--- src/lfid_pkg.sv ---
`timescale 1ns / 1ps
// ----------------------------------------------------------------------------
// lfid_pkg: shared definitions for the lowest freed ID allocator
// Widths, action codes and priority-encoder helpers for the bitmap scan.
// NUM_IDS is a power of two and at least two words of WORD_W bits.
// ----------------------------------------------------------------------------
package lfid_pkg;

   localparam int NUM_IDS    = 256;
   localparam int ID_W       = 9;
   localparam int WORD_W     = 16;
   localparam int NUM_WORDS  = NUM_IDS / WORD_W;
   localparam int BIT_IDX_W  = $clog2(WORD_W);
   localparam int WORD_IDX_W = $clog2(NUM_WORDS);
   localparam int IDX_W      = WORD_IDX_W + BIT_IDX_W;
   localparam int CMP_W      = 17;

   localparam logic [WORD_IDX_W-1:0] LAST_WORD = WORD_IDX_W'(NUM_WORDS - 1);

   localparam logic [1:0] ACT_ALLOCATE = 2'd0;
   localparam logic [1:0] ACT_CLAIM    = 2'd1;
   localparam logic [1:0] ACT_RELEASE  = 2'd2;

   // lowest set bit position, 0 for an empty word
   function automatic logic [BIT_IDX_W-1:0] low_bit(input logic [WORD_W-1:0] w);
      logic [BIT_IDX_W-1:0] r;
      r = '0;
      for (int i = WORD_W - 1; i >= 0; i--) begin
         if (w[i]) begin
            r = BIT_IDX_W'(i);
         end
      end
      return r;
   endfunction

   // highest set bit position, 0 for an empty word
   function automatic logic [BIT_IDX_W-1:0] high_bit(input logic [WORD_W-1:0] w);
      logic [BIT_IDX_W-1:0] r;
      r = '0;
      for (int i = 0; i < WORD_W; i++) begin
         if (w[i]) begin
            r = BIT_IDX_W'(i);
         end
      end
      return r;
   endfunction

endpackage

--- src/lowest_freed_id_allocator_unit.sv ---
`timescale 1ns / 1ps
// ----------------------------------------------------------------------------
// lowest_freed_id_allocator_unit: ID allocator with freed-ID reuse
// Hands out IDs 1..NUM_IDS from two bitmaps (assigned, freed) kept as
// word memories, scanned one word per cycle by one priority encoder per bitmap.
// ----------------------------------------------------------------------------
//  channel   ports                               transfer
//  --------  ----------------------------------  ---------------------------
//  request   start, busy, req_action, req_id     start && !busy
//  response  rsp_valid, rsp_granted_id,          one-cycle strobe, no stall
//            rsp_status
//
//  Allocate: busy through the scan, pick and (unless full) read-modify-write
//  states; the response shows in the cycle busy drops. The scan reads one
//  word of each bitmap memory per cycle through its single read port, lowest
//  freed and highest assigned in parallel. Claim/release: busy for the
//  read-modify-write state only. Bad ID or unused action: response the next
//  cycle, never busy.
//  Synchronous reset clears the per-word valid bits; no clearing pass.
// ----------------------------------------------------------------------------
module lowest_freed_id_allocator_unit (
   input  logic                     clock,
   input  logic                     reset,
   input  logic                     start,
   output logic                     busy,
   input  logic [1:0]               req_action,
   input  logic [lfid_pkg::ID_W-1:0] req_id,
   output logic                     rsp_valid,
   output logic [lfid_pkg::ID_W-1:0] rsp_granted_id,
   output logic                     rsp_status
);

   localparam logic [1:0] ST_IDLE = 2'd0;
   localparam logic [1:0] ST_SCAN = 2'd1;
   localparam logic [1:0] ST_PICK = 2'd2;
   localparam logic [1:0] ST_RMW  = 2'd3;

   localparam int IDX_W      = lfid_pkg::IDX_W;
   localparam int WORD_W     = lfid_pkg::WORD_W;
   localparam int WORD_IDX_W = lfid_pkg::WORD_IDX_W;
   localparam int BIT_IDX_W  = lfid_pkg::BIT_IDX_W;
   localparam int ID_W       = lfid_pkg::ID_W;
   localparam int CMP_W      = lfid_pkg::CMP_W;

   // bitmap memories and per-word valid bits
   logic [WORD_W-1:0] free_mem [lfid_pkg::NUM_WORDS];
   logic [WORD_W-1:0] asg_mem  [lfid_pkg::NUM_WORDS];
   logic [lfid_pkg::NUM_WORDS-1:0] free_vld_ff, asg_vld_ff;

   logic [WORD_W-1:0] free_rd_ff, asg_rd_ff;
   logic              free_rd_vld_ff, asg_rd_vld_ff;

   logic [1:0]            state_ff, state_in;
   logic [WORD_IDX_W-1:0] cnt_ff, cnt_in;
   logic                  found_free_ff, found_free_in;
   logic                  found_top_ff, found_top_in;
   logic [IDX_W-1:0]      free_idx_ff, free_idx_in;
   logic [IDX_W-1:0]      top_idx_ff, top_idx_in;
   logic [IDX_W-1:0]      op_idx_ff, op_idx_in;
   logic                  op_claim_ff, op_claim_in;

   logic                  rsp_valid_ff, rsp_valid_in;
   logic [ID_W-1:0]       rsp_id_ff, rsp_id_in;
   logic                  rsp_status_ff, rsp_status_in;

   logic [WORD_IDX_W-1:0] free_addr, asg_addr;
   logic                  wr_en;
   logic [WORD_IDX_W-1:0] wr_addr;
   logic [WORD_W-1:0]     free_wr_data, asg_wr_data;

   logic                  accept, in_range;
   logic [IDX_W-1:0]      req_idx;
   logic [WORD_W-1:0]     free_word, asg_word, bit_mask;
   logic [WORD_IDX_W-1:0] asg_cnt, cnt_next;
   logic [IDX_W:0]        top_sum;
   logic [IDX_W-1:0]      pick_idx;

   assign accept    = start && (state_ff == ST_IDLE);
   assign in_range  = (req_id != '0) &&
                      (CMP_W'(req_id) <= CMP_W'(lfid_pkg::NUM_IDS));
   assign req_idx   = IDX_W'(req_id - ID_W'(1));
   assign free_word = free_rd_vld_ff ? free_rd_ff : '0;
   assign asg_word  = asg_rd_vld_ff ? asg_rd_ff : '0;
   assign cnt_next  = cnt_ff + WORD_IDX_W'(1);
   assign asg_cnt   = lfid_pkg::LAST_WORD - cnt_ff;
   assign top_sum   = found_top_ff ? ({1'b0, top_idx_ff} + (IDX_W + 1)'(1)) : '0;
   assign pick_idx  = found_free_ff ? free_idx_ff : top_sum[IDX_W-1:0];
   assign bit_mask  = WORD_W'(1) << op_idx_ff[BIT_IDX_W-1:0];

   // read address selection
   always_comb begin
      free_addr = req_idx[IDX_W-1:BIT_IDX_W];
      asg_addr  = req_idx[IDX_W-1:BIT_IDX_W];
      unique case (state_ff)
         ST_IDLE: begin
            if (req_action == lfid_pkg::ACT_ALLOCATE) begin
               free_addr = '0;
               asg_addr  = lfid_pkg::LAST_WORD;
            end
         end
         ST_SCAN: begin
            free_addr = cnt_next;
            asg_addr  = lfid_pkg::LAST_WORD - cnt_next;
         end
         ST_PICK: begin
            free_addr = pick_idx[IDX_W-1:BIT_IDX_W];
            asg_addr  = pick_idx[IDX_W-1:BIT_IDX_W];
         end
         ST_RMW: begin
            free_addr = op_idx_ff[IDX_W-1:BIT_IDX_W];
            asg_addr  = op_idx_ff[IDX_W-1:BIT_IDX_W];
         end
         default: begin
            free_addr = '0;
            asg_addr  = '0;
         end
      endcase
   end

   assign wr_en        = (state_ff == ST_RMW);
   assign wr_addr      = op_idx_ff[IDX_W-1:BIT_IDX_W];
   assign free_wr_data = op_claim_ff ? (free_word & ~bit_mask) : (free_word | bit_mask);
   assign asg_wr_data  = op_claim_ff ? (asg_word | bit_mask) : (asg_word & ~bit_mask);

   always_ff @(posedge clock) begin
      if (wr_en) begin
         free_mem[wr_addr] <= free_wr_data;
         asg_mem[wr_addr]  <= asg_wr_data;
      end
      free_rd_ff <= free_mem[free_addr];
      asg_rd_ff  <= asg_mem[asg_addr];
   end

   always_ff @(posedge clock) begin
      if (reset) begin
         free_vld_ff    <= '0;
         asg_vld_ff     <= '0;
         free_rd_vld_ff <= 1'b0;
         asg_rd_vld_ff  <= 1'b0;
      end else begin
         if (wr_en) begin
            free_vld_ff[wr_addr] <= 1'b1;
            asg_vld_ff[wr_addr]  <= 1'b1;
         end
         free_rd_vld_ff <= free_vld_ff[free_addr];
         asg_rd_vld_ff  <= asg_vld_ff[asg_addr];
      end
   end

   // sequencer
   always_comb begin
      state_in      = state_ff;
      cnt_in        = cnt_ff;
      found_free_in = found_free_ff;
      found_top_in  = found_top_ff;
      free_idx_in   = free_idx_ff;
      top_idx_in    = top_idx_ff;
      op_idx_in     = op_idx_ff;
      op_claim_in   = op_claim_ff;
      rsp_valid_in  = 1'b0;
      rsp_id_in     = rsp_id_ff;
      rsp_status_in = rsp_status_ff;
      unique case (state_ff)
         ST_IDLE: begin
            if (accept) begin
               priority if (req_action == lfid_pkg::ACT_ALLOCATE) begin
                  state_in      = ST_SCAN;
                  cnt_in        = '0;
                  found_free_in = 1'b0;
                  found_top_in  = 1'b0;
               end else if ((req_action == lfid_pkg::ACT_CLAIM ||
                             req_action == lfid_pkg::ACT_RELEASE) && in_range) begin
                  state_in    = ST_RMW;
                  op_idx_in   = req_idx;
                  op_claim_in = (req_action == lfid_pkg::ACT_CLAIM);
               end else if (req_action == lfid_pkg::ACT_CLAIM ||
                            req_action == lfid_pkg::ACT_RELEASE) begin
                  rsp_valid_in  = 1'b1;
                  rsp_id_in     = req_id;
                  rsp_status_in = 1'b1;
               end else begin
                  rsp_valid_in  = 1'b1;
                  rsp_id_in     = '0;
                  rsp_status_in = 1'b1;
               end
            end
         end
         ST_SCAN: begin
            if (!found_free_ff && (free_word != '0)) begin
               found_free_in = 1'b1;
               free_idx_in   = {cnt_ff, lfid_pkg::low_bit(free_word)};
            end
            if (!found_top_ff && (asg_word != '0)) begin
               found_top_in = 1'b1;
               top_idx_in   = {asg_cnt, lfid_pkg::high_bit(asg_word)};
            end
            cnt_in = cnt_next;
            if (cnt_ff == lfid_pkg::LAST_WORD) begin
               state_in = ST_PICK;
            end
         end
         ST_PICK: begin
            // full: nothing freed and the top ID is taken
            if (!found_free_ff && (top_sum == (IDX_W + 1)'(lfid_pkg::NUM_IDS))) begin
               state_in      = ST_IDLE;
               rsp_valid_in  = 1'b1;
               rsp_id_in     = '0;
               rsp_status_in = 1'b1;
            end else begin
               state_in    = ST_RMW;
               op_idx_in   = pick_idx;
               op_claim_in = 1'b1;
            end
         end
         ST_RMW: begin
            state_in      = ST_IDLE;
            rsp_valid_in  = 1'b1;
            rsp_id_in     = ID_W'({1'b0, op_idx_ff} + (IDX_W + 1)'(1));
            rsp_status_in = 1'b0;
         end
         default: begin
            state_in = ST_IDLE;
         end
      endcase
   end

   always_ff @(posedge clock) begin
      if (reset) begin
         state_ff      <= ST_IDLE;
         cnt_ff        <= '0;
         found_free_ff <= 1'b0;
         found_top_ff  <= 1'b0;
         rsp_valid_ff  <= 1'b0;
      end else begin
         state_ff      <= state_in;
         cnt_ff        <= cnt_in;
         found_free_ff <= found_free_in;
         found_top_ff  <= found_top_in;
         rsp_valid_ff  <= rsp_valid_in;
      end
   end

   always_ff @(posedge clock) begin
      free_idx_ff   <= free_idx_in;
      top_idx_ff    <= top_idx_in;
      op_idx_ff     <= op_idx_in;
      op_claim_ff   <= op_claim_in;
      rsp_id_ff     <= rsp_id_in;
      rsp_status_ff <= rsp_status_in;
   end

   assign busy           = (state_ff != ST_IDLE);
   assign rsp_valid      = rsp_valid_ff;
   assign rsp_granted_id = rsp_id_ff;
   assign rsp_status     = rsp_status_ff;

   // every pass through the sequencer ends in a response
   a_busy_end_rsp : assert property (@(posedge clock) disable iff (reset)
      (!$past(reset) && $fell(busy)) |-> rsp_valid)
      else $error("busy dropped without a response");

   a_alloc_busy : assert property (@(posedge clock) disable iff (reset)
      (start && !busy && req_action == lfid_pkg::ACT_ALLOCATE) |=> busy)
      else $error("allocate transaction did not start a scan");

   a_ok_nonzero : assert property (@(posedge clock) disable iff (reset)
      (rsp_valid && !rsp_status) |-> (rsp_granted_id != '0))
      else $error("successful response carries ID zero");

endmodule
--- config.mk ---
export PLATFORM = sky130hd
export DESIGN_NAME = lowest_freed_id_allocator_unit
export DESIGN_NICKNAME = d
export VERILOG_FILES = /design/src/lfid_pkg.sv /design/src/lowest_freed_id_allocator_unit.sv
export SDC_FILE = /design/constraint.sdc
export NUM_CORES = 1
export LEC_CHECK = 0
export ABC_AREA = 1
export BUFFER_PORTS_ARGS = -buffer_cell sky130_fd_sc_hd__buf_2
export CORE_MARGIN = 2
export CORE_UTILIZATION = 51
export DETAILED_ROUTE_END_ITERATION = 10
export GPL_TIMING_DRIVEN = 1
export MAX_ROUTING_LAYER = met4
export PLACE_DENSITY = 0.78
export SYNTH_ARGS = -nofsm -noshare
export SYNTH_HDL_FRONTEND = slang
export SYNTH_SLANG_ARGS = --single-unit
--- constraint.sdc ---
create_clock -name clock -period 5.3 [get_ports clock]
set_input_delay 0.795 -clock clock [delete_from_list [all_inputs] [get_ports clock]]
set_output_delay 0.795 -clock clock [all_outputs]
set_load 0.005 [all_outputs]
Word-level counts from Yosys, hierarchy flattened
Memories as Yosys holds them, arrays and structs flattened. A register that Yosys moved wholly into a read port is not among the register bits.
Index checks and enable logic that the tools add are counted.

operators by class
  add/subtract/negate cells = 6
  $lt $le $gt $ge = 5
  equal/unequal tests = 18
  shifts and indexed selects = 1
  multiplexer cells = 88
  bitwise logic cells = 7
  reductions and logical operators = 33

operators by type and width
  cell                    number
  $mux W4                 18
  $mux W16                4
  $or A16 B16 Y16         4
  $mux W9                 6
  $mux W8                 5
  $and A16 B16 Y16        2
  $pmux W4 S4             2
  $reduce_bool A16 Y1     2
  $pmux W9 S3             1
  $mux W1                 24
  $mux W3                 8
  $add A8 B1 Y9 const B   2
  $mux W2                 9
  $ne A2 B2 Y1 const B    8
  $not A16 Y16            1
  $pmux W8 S2             1
  $reduce_or A8 Y1        2
  $shl A1 B4 Y16 const A  1
  $lt A4 B5 Y1 const B    3
  $reduce_and A5 Y1       2
  $eq A9 B9 Y1 const B    1
  $le A9 B9 Y1 const B    1
  $reduce_bool A9 Y1      1
  $bmux W1 S4             2
  other kinds (25)        48

word-level totals
  register bits after elaboration = 78
  RAM bits = 512
  bits of input ports = 14
  output and inout port bits = 12
  memories = 2

memories
  memory    depth  width  read ports  clocked after memory_dff  wr ports  line                                  RTL
  asg_mem   16     16     1           1                         1         lowest_freed_id_allocator_unit.sv:47  logic [WORD_W-1:0] asg_mem [lfid_pkg::NUM_WORDS];
  free_mem  16     16     1           1                         1         lowest_freed_id_allocator_unit.sv:46  logic [WORD_W-1:0] free_mem [lfid_pkg::NUM_WORDS];

Depth between registers and ports, before layout
  depth in word-level cells = 16
  mapped depth = 17
  mapped depth without buffers = 16

Worst setup path after synthesis
Ideal clock, no wire load.

  path type = reg-to-reg
  from = reg state_ff[1]
  to = mem asg_mem[0][0], enable pin
  library setup time = 0.466 ns
  arrival time = 3.061 ns
  path slack = 1.773 ns
  cell stages (with the launch flop) = 5
  clock period less this slack = 3.527 ns
  path through = dfxtp_1 nand2_2 inv_1 nand2_1 nor3_1

between the ends
  cells in the longest elaborated chain, start to end = 3

RTL lines
  element                        line                                   RTL
  start: declaration             lowest_freed_id_allocator_unit.sv:53   logic [1:0] state_ff, state_in;
  start signal: assignment       lowest_freed_id_allocator_unit.sv:235  state_ff <= state_in;
  $eq A2 B2 Y1                   lowest_freed_id_allocator_unit.sv:120  assign wr_en = (state_ff == ST_RMW);
  $mux W1                        lowest_freed_id_allocator_unit.sv:126  if (wr_en) begin
  $mux W1 (not written as such)  lowest_freed_id_allocator_unit.sv:128  asg_mem[wr_addr] <= asg_wr_data;
  end: declaration               lowest_freed_id_allocator_unit.sv:47

Every way passes these cells.

Worst setup path in the final report
  from = reg top_idx_ff[0]
  to = reg asg_rd_ff[11] (read register of asg_mem)

between the ends
  cells in the longest elaborated chain, start to end = 4

RTL lines
  element                   line                                   RTL
  start: declaration        lowest_freed_id_allocator_unit.sv:58   logic [IDX_W-1:0] top_idx_ff, top_idx_in;
  start signal: assignment  lowest_freed_id_allocator_unit.sv:245  top_idx_ff <= top_idx_in;
  $add A8 B1 Y9             lowest_freed_id_allocator_unit.sv:86   assign top_sum = found_top_ff ? ({1'b0, top_idx_ff} + (IDX_W + 1)'(1)) : '0;
  $mux W9                   lowest_freed_id_allocator_unit.sv:86
  $mux W8                   lowest_freed_id_allocator_unit.sv:87   assign pick_idx = found_free_ff ? free_idx_ff : top_sum[IDX_W-1:0];
  $pmux W4 S4               lowest_freed_id_allocator_unit.sv:94   unique case (state_ff)
  end: declaration          lowest_freed_id_allocator_unit.sv:50   logic [WORD_W-1:0] free_rd_ff, asg_rd_ff;

Every way passes these cells.
A chain may end at the register's enable or synchronous reset.

==> impl_metrics.tcl <==
set metrics [dict create \
    status "completed" \
    irDropWorstVdd_uv 297 \
    synthCells 2370 \
    hold_viol 0 \
    hold_class "register to register" \
    die_x_um 232 \
    switching_share 0.289 \
    antenna_found_initial 0 \
    fmax_ghz 0.274 \
    tritoncts "built" \
    syn_to_final_growth_pct 9.72 \
    clock_sinks 622 \
    setup_violations 0 \
    yosys_warnings 0 \
    crit_type "register to register" \
    coreArea_mm2 0.0512 \
    grt_max_degree 119 \
    grt.overflow.total 0 \
    worst_slew_pin_slew_ns 1.37 \
    via_per_inst 6.28 \
    grtUsageTotal 0.261 \
    drv_cap 0 \
    leakagePower_nw 10.5 \
    pin_count 26 \
    yosys.area.top_type "edfxtp_1" \
    min_period_ns 3.65 \
    final.setup.tns_ns 0 \
    p_int_mw 8.81 \
    drc 0 \
    wire_per_inst_um 22.5 \
    wl_um 68700 \
    seqPwrFrac 0.472 \
    diodes 0 \
    syn-num-nets 2396 \
    grt_first_pass_wirelength_um 105000 \
    portBuffers 25 \
    dieHeight_um 232 \
    slew_headroom 0.0850 \
    ys_ff_latch 622 \
    gp_congestion 0.976 \
    arrival_ns 4.20 \
    ff_latch_area_mm2 0.0179 \
    power_density_mw_per_mm2 428 \
    cp.required_ns 5.84 \
    rows 83 \
    cts_buffers 57 \
    dieArea_mm2 0.0536 \
    clock_skew_ns 0.0257 \
    clk-insertion-delay-late_ns 0.61 \
    syn_area_mm2 0.0264 \
    path_max_fanout 57 \
    initial_core_util 0.516 \
    pwr-share-comb 0.187 \
    cts_setup_buffers 0 \
    fin_crit_sh 0.689 \
    ys_types 41 \
    place_inst 2951 \
    ys_seq_area_frac 0.679 \
    fillers 4038 \
    dr.pass1.iters 6 \
    cts.hold.buffers_added 0 \
    grt_pass1_vias 18200 \
    hpwl_um 36200 \
    via_count 19200 \
    syn-mean-instance-area_um2 11.1 \
    cp-end-kind "register" \
    drive_gt1_frac 0.0825 \
    cts-root-buf "clkbuf_16" \
    postRouteAntennaNets 0 \
    multi_input_area_mm2 0.00747 \
    final_max_slew_viol_count 0 \
    clkPwrFrac 0.340 \
    cts_resized 0 \
    regToRegSetupSlack_ns 1.65 \
    fin_cells 3057 \
    h-tree-depth 2 \
    netlist_top_cells_area "edfxtp_1 (62%), nand3_1 (12%), nand2_1 (6.3%)" \
    switchingPower_mw 3.58 \
    synth_top_area_frac 0.622 \
    startpoint_type "register" \
    nets 2356 \
    cts_buffer_depth 3 \
    rsz0062_at_grt "false" \
    path_clk_slew_ns 0.07 \
    drt_first_iter_violations 2860 \
]
-- synthesized netlist by cell type, drive strengths merged --
cell     number
clkbuf       68
or2           2
xor2          5
buf          93
o21ai        34
nand3       621
nor4          2
o21bai       12
o22ai         4
nand4       142
a21oi        31
a211oi        1
o221ai        1
inv          94
and2         16
a31o          3
a2111oi       2
nor2         91
a22oi         1
dfxtp        75
nand2       445
ha           12
o2111ai       1
o32ai         1
edfxtp      547
nor3         17
a21boi        3
a31oi         2
o21a         44
-- sequential cells by signal (all words and copies together), names as in the netlist, 9 cells and up --
signal and flops:
free_mem 256, asg_rd_ff 16, asg_vld_ff 16, free_rd_ff 16
free_vld_ff 16, rsp_granted_id 9, asg_mem 256
-- metrics by stage --
| step | util | total power, mW | hold slack [ns] | area [um2] | worst slack [ns] |
|---|---|---|---|---|---|
| global placement | 0.528 | 8.16 | 0.444 | 27000 | 1.40 |
| finish | 0.566 | 12.4 | 0.467 | 29000 | 1.65 |
| floorplan | - | 7.57 | 0.435 | 26400 | 1.77 |
| detailed placement | 0.528 | 8.22 | 0.448 | 27000 | 1.39 |
| CTS | 0.566 | 12.4 | 0.463 | 29000 | 1.72 |
| global route | 0.566 | 12.8 | 0.477 | 29000 | 1.41 |
-- cell usage in the layout, fill, tap and decap left out, types with 3 or more instances in the layout --
cell       count
buf_2         25
buf_4         35
bufinv_16      7
clkbuf_1      10
a21oi_1       29
nor2_1        82
a21boi_0       3
clkbuf_16     58
nand2_4        4
dfxtp_1       75
clkinv_2      10
o21a_1        44
edfxtp_1     547
nor3_1        15
and2_1        16
ha_1          12
xor2_1         5
a31o_2         3
o21ai_0       30
inv_1         76
inv_2         18
nand2_1      439
nor2_4         7
o22ai_1        4
clkinv_1       9
nand3_1      620
clkbuf_8       8
nand4_1      141
o21bai_1      12
-- final timing paths --
check	start	to	depth (start not counted)
setup / recovery	top_idx_ff[0]$_SDFFCE_PP1P_	asg_rd_ff[11]$_DFF_P_	14
hold / removal	asg_vld_ff[0]$_SDFFE_PP0P_	asg_vld_ff[0]$_SDFFE_PP0P_	1
hold reg to reg	asg_vld_ff[0]$_SDFFE_PP0P_	asg_vld_ff[0]$_SDFFE_PP0P_	1
setup reg to reg	top_idx_ff[0]$_SDFFCE_PP1P_	asg_rd_ff[11]$_DFF_P_	14
-- metal layers --
| layer | GRT usage | share of wire |
|---|---|---|
| met1 | 0.344 | 0.38 |
| met2 | 0.411 | 0.47 |
| met3 | 0.0340 | 0.11 |
| met4 | 0.113 | 0.046 |
| met5 | - | 0 |
-- cells by family after synthesis --
logic type,after synthesis,share of synthesized area
AOI/OAI and AO/OA,140,0.0343
and+or+nand+nor,1336,0.237
buffers and inverters,255,0.0422
adders and majority gates,12,0.00569
DFF,622,0.679
xor gates and xnor gates,5,0.00166
-- worst max-delay path, cell delays in order (launching register included) --
cell and delay (ns):
edfxtp_1 0.47, ha_1 0.32, nand3_1 0.11, nand2_1 0.05, nand3_1 0.09, nand2_1 0.11
nand2_1 0.18, nand3_4 0.39, nand2_4 0.67, buf_4 0.58, nand2_1 0.16, nand3_1 0.13
nand3_1 0.11, nand3_1 0.08, and2_1 0.12
-- area by class of cell --
type                            count  share of cell area
Clock buffer                       76              0.0552
Clock inverter                     30              0.0116
Inverter                           94              0.0122
Multi-Input combinational cell   1493               0.258
Sequential cell                   622               0.619
Tap cell                          680              0.0294
Timing Repair Buffer               62              0.0148
-- power groups by stage --
stage	clock network [mW]	logic [mW]	registers (mW)
after global placement	0	2.20	5.95
final	4.22	2.32	5.85
after detailed placement	0	2.26	5.96
after floorplan	0	1.71	5.86
after global routing	4.43	2.55	5.86
after CTS	4.23	2.28	5.85
(Power assumes the default switching activity.)
